--- src/hw/rtl/cdt_pkg.sv ---
// Shared types and codes of the command deduplication table.
`default_nettype none

package cdt_pkg;

    localparam logic [2:0] OP_CHECK      = 3'd0;
    localparam logic [2:0] OP_GET_RESULT = 3'd1;
    localparam logic [2:0] OP_GET_ACCEPT = 3'd2;
    localparam logic [2:0] OP_REC_ACCEPT = 3'd3;
    localparam logic [2:0] OP_REC_FINAL  = 3'd4;
    localparam logic [2:0] OP_POP        = 3'd5;

    localparam logic [1:0] DUP_NONE     = 2'd0;
    localparam logic [1:0] DUP_SAME     = 2'd1;
    localparam logic [1:0] DUP_CONFLICT = 2'd2;

    localparam logic [31:0] WINDOW_RESET = 32'd60000;
    // Register index taken from the word address bit of paddr.
    localparam logic        REG_WINDOW_MS = 1'b0;

    typedef struct packed {
        logic        has_duration;
        logic [15:0] duration_sec;
        logic        has_level;
        logic [7:0]  level_value;
    } t_cdt_params;

    typedef struct packed {
        logic [2:0]  operation;
        logic [31:0] now_ms;
        logic [31:0] request_id;
        logic [15:0] device_id;
        logic [7:0]  command_code;
        logic        has_duration;
        logic [15:0] duration_sec;
        logic        has_level;
        logic [7:0]  level_value;
        logic [63:0] result_word;
    } t_cdt_req;

    typedef struct packed {
        logic        found;
        logic [1:0]  dup_status;
        logic [31:0] out_request_id;
        logic [15:0] out_device_id;
        logic [7:0]  out_command;
        logic        out_has_duration;
        logic [15:0] out_duration_sec;
        logic        out_has_level;
        logic [7:0]  out_level;
        logic [63:0] out_result_word;
        logic        overflow;
    } t_cdt_rsp;

    typedef struct packed {
        logic [31:0] tag;
        logic [15:0] device;
        logic [7:0]  command;
        t_cdt_params params;
        logic        is_final;
        logic [63:0] result;
        logic [31:0] created;
    } t_cdt_entry;

    typedef struct packed {
        logic [31:0] tag;
        logic [15:0] device;
        logic [7:0]  command;
        t_cdt_params params;
    } t_cdt_pend;

endpackage

`default_nettype wire

--- src/hw/rtl/cdt_pnd_mem.sv ---
// Pending request queue store: one write port, one registered read port.
`default_nettype none

module cdt_pnd_mem
    import cdt_pkg::*;
#(
    parameter int DEPTH = 16
) (
    input  wire                      i_clk,
    input  wire                      i_we,
    input  wire  [$clog2(DEPTH)-1:0] i_waddr,
    input  wire  t_cdt_pend          i_wdata,
    input  wire  [$clog2(DEPTH)-1:0] i_raddr,
    output t_cdt_pend                o_rdata
);

    t_cdt_pend r_mem [DEPTH];
    t_cdt_pend r_rdata;

    always_ff @(posedge i_clk) begin
        if (i_we) begin
            r_mem[i_waddr] <= i_wdata;
        end
        r_rdata <= r_mem[i_raddr];
    end

    assign o_rdata = r_rdata;

endmodule

`default_nettype wire

--- config.mk ---
export PLATFORM = sky130hd
export DESIGN_NAME = cdt_pnd_mem
export DESIGN_NICKNAME = d
export VERILOG_FILES = /design/src/hw/rtl/cdt_pkg.sv /design/src/hw/rtl/cdt_pnd_mem.sv
export SDC_FILE = /design/constraint.sdc
export NUM_CORES = 1
export LEC_CHECK = 0
export BUFFER_PORTS_ARGS = -buffer_cell sky130_fd_sc_hd__buf_4
export CORE_MARGIN = 10
export CORE_UTILIZATION = 40
export CTS_CLUSTER_SIZE = 14
export DETAILED_ROUTE_END_ITERATION = 10
export GPL_ROUTABILITY_DRIVEN = 1
export PLACE_DENSITY = 0.58
export SYNTH_ARGS = -nofsm -noshare
export SYNTH_HDL_FRONTEND = slang
export SYNTH_SLANG_ARGS = --single-unit
--- constraint.sdc ---
create_clock -name i_clk -period 20.5 [get_ports i_clk]
set_clock_uncertainty 0.2 [all_clocks]
set_input_delay 1.025 -clock i_clk [delete_from_list [all_inputs] [get_ports i_clk]]
set_output_delay 1.025 -clock i_clk [all_outputs]
set_load 0.01 [all_outputs]
==> impl_results.md <==
* I/O Buffers at 173
* Worst rel slew slack at 17.85%
* Post-synthesis sequential area ratio at 80.97%
* Status: finished, final reports clean
* Netlist cell types at 18
* Net count after synthesis at 2195
* Worst Hold Path Cells at 1
* Fillers at 10120
* Fin. max-slew vios at 0
* Clock power share at 42.2%
* Area contributors post-synth: edfxtp_1 (78%), mux4_2 (15%), dfxtp_1 (3.2%)
* Synthesized area at 50680 µm²
* CTS Buf Count at 141
* Synth Area in Simple Gates at 0.8690%
* Cell Pwr Density at 103.4 nW/µm²
* Post-Synth Adder-Cell Area at 0%
* Synth Area in XOR/XNOR at 0%
* Core Region at 125700 µm²
* Start of the worst register-to-register path: r_mem[11][0]
* DP Cell Count at 3865
* Leakage power at 18.72 nW
* Final instance area at 58680 µm²
* Drt total wl at 120700 µm
* Ys Warns at 0
* Most frequent cells in the layout: edfxtp_1 (1312), mux4_2 (328), buf_4 (215), a22oi_1 (164), clkbuf_16 (150)
* Vias at 23060
* Switching power total at 0.001231 W
* Dpl hpwl at 58190 µm
* Period utilization at 19.50%
* Tmin final at 3.998 ns
* Drt first pass iters at 5
* Vias in the first global route at 24470
* 1st-iter DRT viols at 2312
* Syn Inst Count at 2103
* Post-route insts no fill at 4123
* RSZ-0062 raised after global routing: false
* Worst EP required at 20.93 ns
* Routed WL per cell at 29.28 µm
* Commonest non-fill, non-tap cell in the layout: edfxtp_1
* Peak supply drop at 78.95 µV
* Initial antenna violation count at 21
* Fraction of layout cells with a size suffix above 1 at 31.35%
* Largest net degree at the start of global routing at 166
* Syn Area/Cell at 24.10 µm²
* R2r worst-path depth at 3
* CTS clk-pin slew, worst paths at 0.06 ns
* Maxcap violations at 0
* CTS Buffer Depth at 3
* Clk Latency, worst-skew pair at 0.74 ns
* Worst path arrival time at 4.42 ns
* Hold WC Path Type: in2reg
* Sum Neg Setup Slack at 0 ns
* Startpoint class of the critical path: primary input
* Nets at 2450
* Residual DRC at 0
* P&R area growth vs syn at 15.78%
* Post CTS Setup Buffer Count at 0
* Die Wd at 376.0 µm
* Post-synthesis mux area share at 14.58%
* H-tree depth at 4
* Die area at 141300 µm²
* Clock root buffer master: clkbuf_16
* Starting density of the core at 40.31%
* Internal power at 0.004834 W
* HP Start: i_wdata[29]
* Main combinational cell family by area after synthesis: multiplexers
* Sink Count at 1394
* Total I/O pin count at 174
* Crit path max fanout at 62
* Routed vias/inst at 5.594
* Synth top area share at 77.73%
* Sequential Power Share at 53.0%
* Hold slack at 0.3667 ns
* Total gr overflow at 0
* Crit end category: register
* Setup violators final at 0
* #FFs+latches synth at 1394
* GRT Total Usage at 17.02%
* Crit Path Category: in2reg
* CTS tree: done
* Fmax at 250.1 MHz
* Die Ht at 376.0 µm
* Final Wtd Congestion at 0.6959
* Number of cell rows at 130
* Routed Antenna Nets at 0
* Post-CTS resize count at 0
* Critical Path Start: i_raddr[0]
* Actual slew at the worst max-slew pin at 1.232 ns
* Placed cell areas at 54000 µm²
* Part of the power in combinational logic at 4.8%
* Compound-cell area share of the yosys netlist at 2.429%
* First-pass GRT wire length at 174500 µm
* Sw Share at 20.29%
* Post-CTS Hold Buffers at 0
* Yosys top cell by area: edfxtp_1
* Final hold violation count at 0
==> metrics by stage <==
stage	setup WS (ns)	util, %	power [W]
after floorplan	12.58	-	0.003425
after global placement	15.65	42.95	0.003560
after detailed placement	15.59	42.95	0.003571
after CTS	16.40	46.67	0.006132
after global routing	16.06	46.67	0.006268
final	16.50	46.67	0.006065
==> worst max-delay path: stages <==
cell	delay [ns]
buf_8	0.50
buf_4	0.86
buf_4	0.92
mux4_2	0.61
a22oi_1	0.20
nand2_1	0.07
==> Yosys cell counts <==
cell / number
dfxtp_1: 82
edfxtp_1: 1312
or3b_2: 1
buf_1: 21
nor3_1: 4
mux4_2: 328
nor2b_1: 2
nand3_1: 1
nor2_1: 13
buf_6: 13
a22oi_1: 164
and2_1: 1
nand3b_1: 2
clkbuf_1: 45
nand2_1: 83
buf_2: 11
buf_4: 18
nand2b_1: 2
==> worst paths after layout <==
check | to | slack (ns)
max | o_rdata[36] | 16.50
min | r_mem[0][29] | 0.37
max reg2reg | o_rdata[0] | 18.86
min reg2reg | o_rdata[45] | 0.46
==> kinds of logic after synthesis <==
family                 count (synthesis)
AO/OA/AOI/OAI                        164
buffers and inverters                108
flip-flops                          1394
AND/OR/NAND/NOR                      109
multiplexers                         328
==> flip-flops by register name, summed over array words and instances, names as in the netlist <==
| name | cells |
|---|---|
| r_mem | 1312 |
| o_rdata | 82 |
==> power groups by stage <==
| stage | Combinational, W | Clock (W) | Sequential, W |
|---|---|---|---|
| global placement | 0.000292 | 0 | 0.00327 |
| CTS | 0.000299 | 0.00262 | 0.00321 |
| finish | 0.000292 | 0.00256 | 0.00321 |
| detailed placement | 0.000299 | 0 | 0.00327 |
| global route | 0.000317 | 0.00274 | 0.00322 |
| floorplan | 0.000152 | 0 | 0.00327 |
==> layout make-up <==
cell class                      count  area, µm²  area share (%)
Multi-Input combinational cell    601       9194           15.67
Clock buffer                      198       4064           6.926
Timing Repair Buffer              220       1704           2.904
Antenna cell                        1      2.502        0.004265
Tap cell                         1650       2064           3.518
Sequential cell                  1394      41040           69.94
Clock inverter                     59      609.3           1.038
==> per-layer routing <==
| layer | global-route usage [%] | up-vias | share of wire (%) |
|---|---|---|---|
| met5 | 0 | - | 0.18 |
| met2 | 26.66 | 834 | 48 |
| met3 | 4.653 | 194 | 8.0 |
| li1 | - | 9516 | - |
| met4 | 4.392 | 34 | 1.9 |
| met1 | 23.52 | 12490 | 42 |
(Power assumes the default switching activity.)
