$ cat config.mk
export PLATFORM = sky130hd
export DESIGN_NAME = cdt_tbl_mem
export DESIGN_NICKNAME = d
export VERILOG_FILES = /design/src/hw/rtl/cdt_pkg.sv /design/src/hw/rtl/cdt_tbl_mem.sv
export SDC_FILE = /design/constraint.sdc
export NUM_CORES = 2
export LEC_CHECK = 0
export ABC_CLOCK_PERIOD_IN_PS = 46600
export BUFFER_PORTS_ARGS = -buffer_cell sky130_fd_sc_hd__buf_4
export CORE_MARGIN = 5
export CORE_UTILIZATION = 30
export CTS_CLUSTER_DIAMETER = 30
export DETAILED_ROUTE_END_ITERATION = 6
export PLACE_DENSITY = 0.54
export SLEW_MARGIN = 5
export SYNTH_ARGS = -nofsm -noshare
export SYNTH_HDL_FRONTEND = slang
export SYNTH_SLANG_ARGS = --single-unit
$ cat constraint.sdc
create_clock -name i_clk -period 46.6 [get_ports i_clk]
set_input_delay 9.32 -clock i_clk [delete_from_list [all_inputs] [get_ports i_clk]]
set_output_delay 9.32 -clock i_clk [all_outputs]
set_load 0.01 [all_outputs]
$ cat src/hw/rtl/cdt_pkg.sv
// Shared types and codes of the command deduplication table.
`default_nettype none

package cdt_pkg;

    localparam logic [2:0] OP_CHECK      = 3'd0;
    localparam logic [2:0] OP_GET_RESULT = 3'd1;
    localparam logic [2:0] OP_GET_ACCEPT = 3'd2;
    localparam logic [2:0] OP_REC_ACCEPT = 3'd3;
    localparam logic [2:0] OP_REC_FINAL  = 3'd4;
    localparam logic [2:0] OP_POP        = 3'd5;

    localparam logic [1:0] DUP_NONE     = 2'd0;
    localparam logic [1:0] DUP_SAME     = 2'd1;
    localparam logic [1:0] DUP_CONFLICT = 2'd2;

    localparam logic [31:0] WINDOW_RESET = 32'd60000;
    // Register index taken from the word address bit of paddr.
    localparam logic        REG_WINDOW_MS = 1'b0;

    typedef struct packed {
        logic        has_duration;
        logic [15:0] duration_sec;
        logic        has_level;
        logic [7:0]  level_value;
    } t_cdt_params;

    typedef struct packed {
        logic [2:0]  operation;
        logic [31:0] now_ms;
        logic [31:0] request_id;
        logic [15:0] device_id;
        logic [7:0]  command_code;
        logic        has_duration;
        logic [15:0] duration_sec;
        logic        has_level;
        logic [7:0]  level_value;
        logic [63:0] result_word;
    } t_cdt_req;

    typedef struct packed {
        logic        found;
        logic [1:0]  dup_status;
        logic [31:0] out_request_id;
        logic [15:0] out_device_id;
        logic [7:0]  out_command;
        logic        out_has_duration;
        logic [15:0] out_duration_sec;
        logic        out_has_level;
        logic [7:0]  out_level;
        logic [63:0] out_result_word;
        logic        overflow;
    } t_cdt_rsp;

    typedef struct packed {
        logic [31:0] tag;
        logic [15:0] device;
        logic [7:0]  command;
        t_cdt_params params;
        logic        is_final;
        logic [63:0] result;
        logic [31:0] created;
    } t_cdt_entry;

    typedef struct packed {
        logic [31:0] tag;
        logic [15:0] device;
        logic [7:0]  command;
        t_cdt_params params;
    } t_cdt_pend;

endpackage

`default_nettype wire

$ cat src/hw/rtl/cdt_tbl_mem.sv
// Entry store of the deduplication table: one write port, one registered read port.
`default_nettype none

module cdt_tbl_mem
    import cdt_pkg::*;
#(
    parameter int DEPTH = 16
) (
    input  wire                      i_clk,
    input  wire                      i_we,
    input  wire  [$clog2(DEPTH)-1:0] i_waddr,
    input  wire  t_cdt_entry         i_wdata,
    input  wire  [$clog2(DEPTH)-1:0] i_raddr,
    output t_cdt_entry               o_rdata
);

    t_cdt_entry r_mem [DEPTH];
    t_cdt_entry r_rdata;

    always_ff @(posedge i_clk) begin
        if (i_we) begin
            r_mem[i_waddr] <= i_wdata;
        end
        r_rdata <= r_mem[i_raddr];
    end

    assign o_rdata = r_rdata;

endmodule

`default_nettype wire

==> summary.md <==
| Metric | Value |
|---|---|
| RSZ-0062 raised after global routing | `false` |
| Yosys synthesis warning count | `0` |
| Hpwl dp | `roughly 150,000 um` |
| Drt total wl | `a little under 300,000 um` |
| Critical Path Source Type | `input port` |
| Ports | `approximately 370` |
| Setup violators final | `0` |
| Drt initial violations | `approximately 4,300` |
| Remaining DRCs | `0` |
| Hold Fails Final Rpt | `0` |
| Layout cells sized above 1 | `0.365` |
| Post-DRT Antenna Nets | `0` |
| Crit path required time | `between 40 and 50 ns` |
| Post-synth cell types | `25` |
| # clock sinks | `~3,000` |
| Synth area leaders | `edfxtp_1, mux4_2, dfxtp_1` |
| Clk slew on worst S/H paths | `0.05 ns` |
| R2r startpoint | `r_mem[0][25]` |
| Avg Cell Area, Syn | `23.7 um2` |
| Yosys top cell by area | `edfxtp_1` |
| Critical path endpoint category | `flip-flop` |
| Synthesized area | `between 0.1 and 0.15 mm2` |
| Area delta synth->final | `28.2%` |
| Maximum clock insertion buffer count | `4` |
| Net switching power | `between 1500 and 2000 uW` |
| Vias | `around 53,000` |
| Post-placement cell count | `between 9,000 and 10,000` |
| Clock Skews | `between 0.05 and 0.06 ns` |
| Final worst setup slack | `32.79 ns` |
| Crit Path Max Fanout | `just over 60` |
| Core area | `0.369 mm2` |
| Maxcap violations | `0` |
| IO buf count | `approximately 370` |
| Htree depth | `6` |
| Vias in the first global route | `around 57,000` |
| Routed len/inst | `approximately 27 um` |
| Rows | `around 220` |
| Top-count cell post-synth | `edfxtp_1` |
| Post-CTS setup buffer count | `0` |
| Post_cts resized | `0` |
| Main synth FF type | `edfxtp_1` |
| Leak Pwr | `0.0469 uW` |
| Min-Delay Path Class | `flip-flop to flip-flop` |
| Pre-CTS WS | `31.61 ns` |
| Rel. slew slack | `0.190` |
| Final period util | `0.296` |
| First-pass GRT wire length | `422,000 um` |
| Syn nets | `just under 5,000` |
| Layout Cells excl Fill | `between 10,000 and 15,000` |
| Root Buffer | `clkbuf_16` |
| Clk_lat worst skew | `roughly 1.1 ns` |
| CTS Hold Buffers Added | `0` |
| Area share of the largest cell type after synthesis | `0.775` |
| CP Class | `input port to flip-flop` |
| Number of register bits inferred by synthesis | `~3,000` |
| Post-synth EDFFs | `2,864` |
| Setup TNS | `0 ns` |
| Period minus WS final | `between 10 and 15 ns` |
| Die X | `a little over 600 um` |
| Top cells by count, synth | `edfxtp_1, mux4_2, a22oi_1` |
| Slew Limit Fails | `0` |
| Initial DRT Pass Iterations | `7` |
| Synth Instances | `roughly 4,700` |
| Max VDD drop | `roughly 37 uV` |
| Number of buffers created by CTS | `approximately 630` |
| Crit path arrival time | `14.67 ns` |
| Seq/Total Area, Yosys | `0.808` |
| Final hold slack | `0.637 ns` |
| Clock power share | `0.575` |
| Outcome | `finished, final reports clean` |
| Ys async rst share | `0` |
| Die Span Y | `about 600 um` |
| Slew @ Worst Pin | `1.21 ns` |
| Power Density | `about 56 mW/mm2` |
| Largest net degree at the start of global routing | `88` |
| TritonCTS clock tree | `built` |
| GPL Wtd Cong | `slightly below 0.7` |
| Max Fclk | `approximately 0.072 GHz` |
| Combinational share of power | `0.036` |
| Die ar. | `0.382 mm2` |
| Sequential Power Share | `0.389` |
| Initial antenna violation count | `80` |
| Via density | `between 4 and 5` |
| NumNets Final | `about 5,700` |
| Int Pwr | `between 6000 and 7000 uW` |
| GRT overflow | `0` |
| CP startpoint | `i_raddr[1]` |
| Initial core utilization | `0.301` |
| GRT Util Overall | `0.152` |
| Hold wc startpoint | `r_mem[14][103]` |
| Switch share | `0.216` |
==> path summary, 6_finish.rpt <==
kind / endpoint / slack (ns) / cells after the start
max: o_rdata[24] / 32.79 / 9
min: o_rdata[103] / 0.64 / 3
max reg2reg: o_rdata[25] / 44.99 / 3
min reg2reg: o_rdata[103] / 0.64 / 3
==> power groups by stage <==
stage          logic [uW]  registers, uW  clock network [uW]
2_1_floorplan         148           3150                   0
3_3_place_gp          292           3140                   0
3_5_place_dp          296           3150                   0
4_1_cts               297           3100                4660
5_1_grt               312           3100                4810
6_report              289           3100                4580
==> final cells by class <==
class	instances	area [um2]
Antenna cell	18	45.0
Clock buffer	753	16600
Clock inverter	433	5810
Fill cell	32702	226000
Inverter	1	5.00
Multi-Input combinational cell	1383	20100
Sequential cell	3043	89600
Tap cell	4950	6190
Timing Repair Buffer	492	3780
==> logic make-up after synthesis <==
group                  Yosys count  synth area share
muxes                          774             0.146
AOI/OAI and AO/OA              406            0.0266
and+or+nand+nor                203           0.00745
buffers and inverters          248            0.0125
DFF                           3043             0.808
==> flip-flops by register name (all words and copies together), names as in the netlist <==
register  flops
o_rdata     179
r_mem      2864
==> layer usage <==
metal	wire, um	GRT usage	vias up	part of all wire
li1	-	-	22050	-
met1	121000	0.193	28764	0.41
met2	152000	0.261	1696	0.51
met3	17500	0.0341	572	0.059
met4	7150	0.0423	40	0.024
met5	235	0	-	0.00079
==> cell usage in the layout, fill, tap and decap left out, types with 36 or more instances in the layout <==
cell type	Yosys	final
a22oi_1	315	315
buf_4	49	484
bufinv_16	0	86
clkbuf_1	106	90
clkbuf_16	0	635
clkinv_1	1	62
clkinv_16	0	36
clkinv_2	0	92
clkinv_4	0	51
clkinvlp_4	0	62
dfxtp_1	179	179
edfxtp_1	2864	2864
mux2i_1	101	101
mux4_2	673	673
nand2_1	160	160
==> critical path, cell delays in order <==
cell,delay [ns]
buf_8,0.51
buf_4,0.68
buf_4,0.66
buf_4,0.75
buf_4,0.84
buf_4,0.76
mux4_2,0.41
a22oi_1,0.25
nand2_1,0.09
==> metrics by stage <==
stage               area, um2  utilization  power, uW
global route           142000        0.386       8220
CTS                    142000        0.386       8060
detailed placement     120000        0.325       3440
finish                 142000        0.386       7960
floorplan              111000            -       3300
global placement       120000        0.325       3440
(Power assumes the default switching activity.)
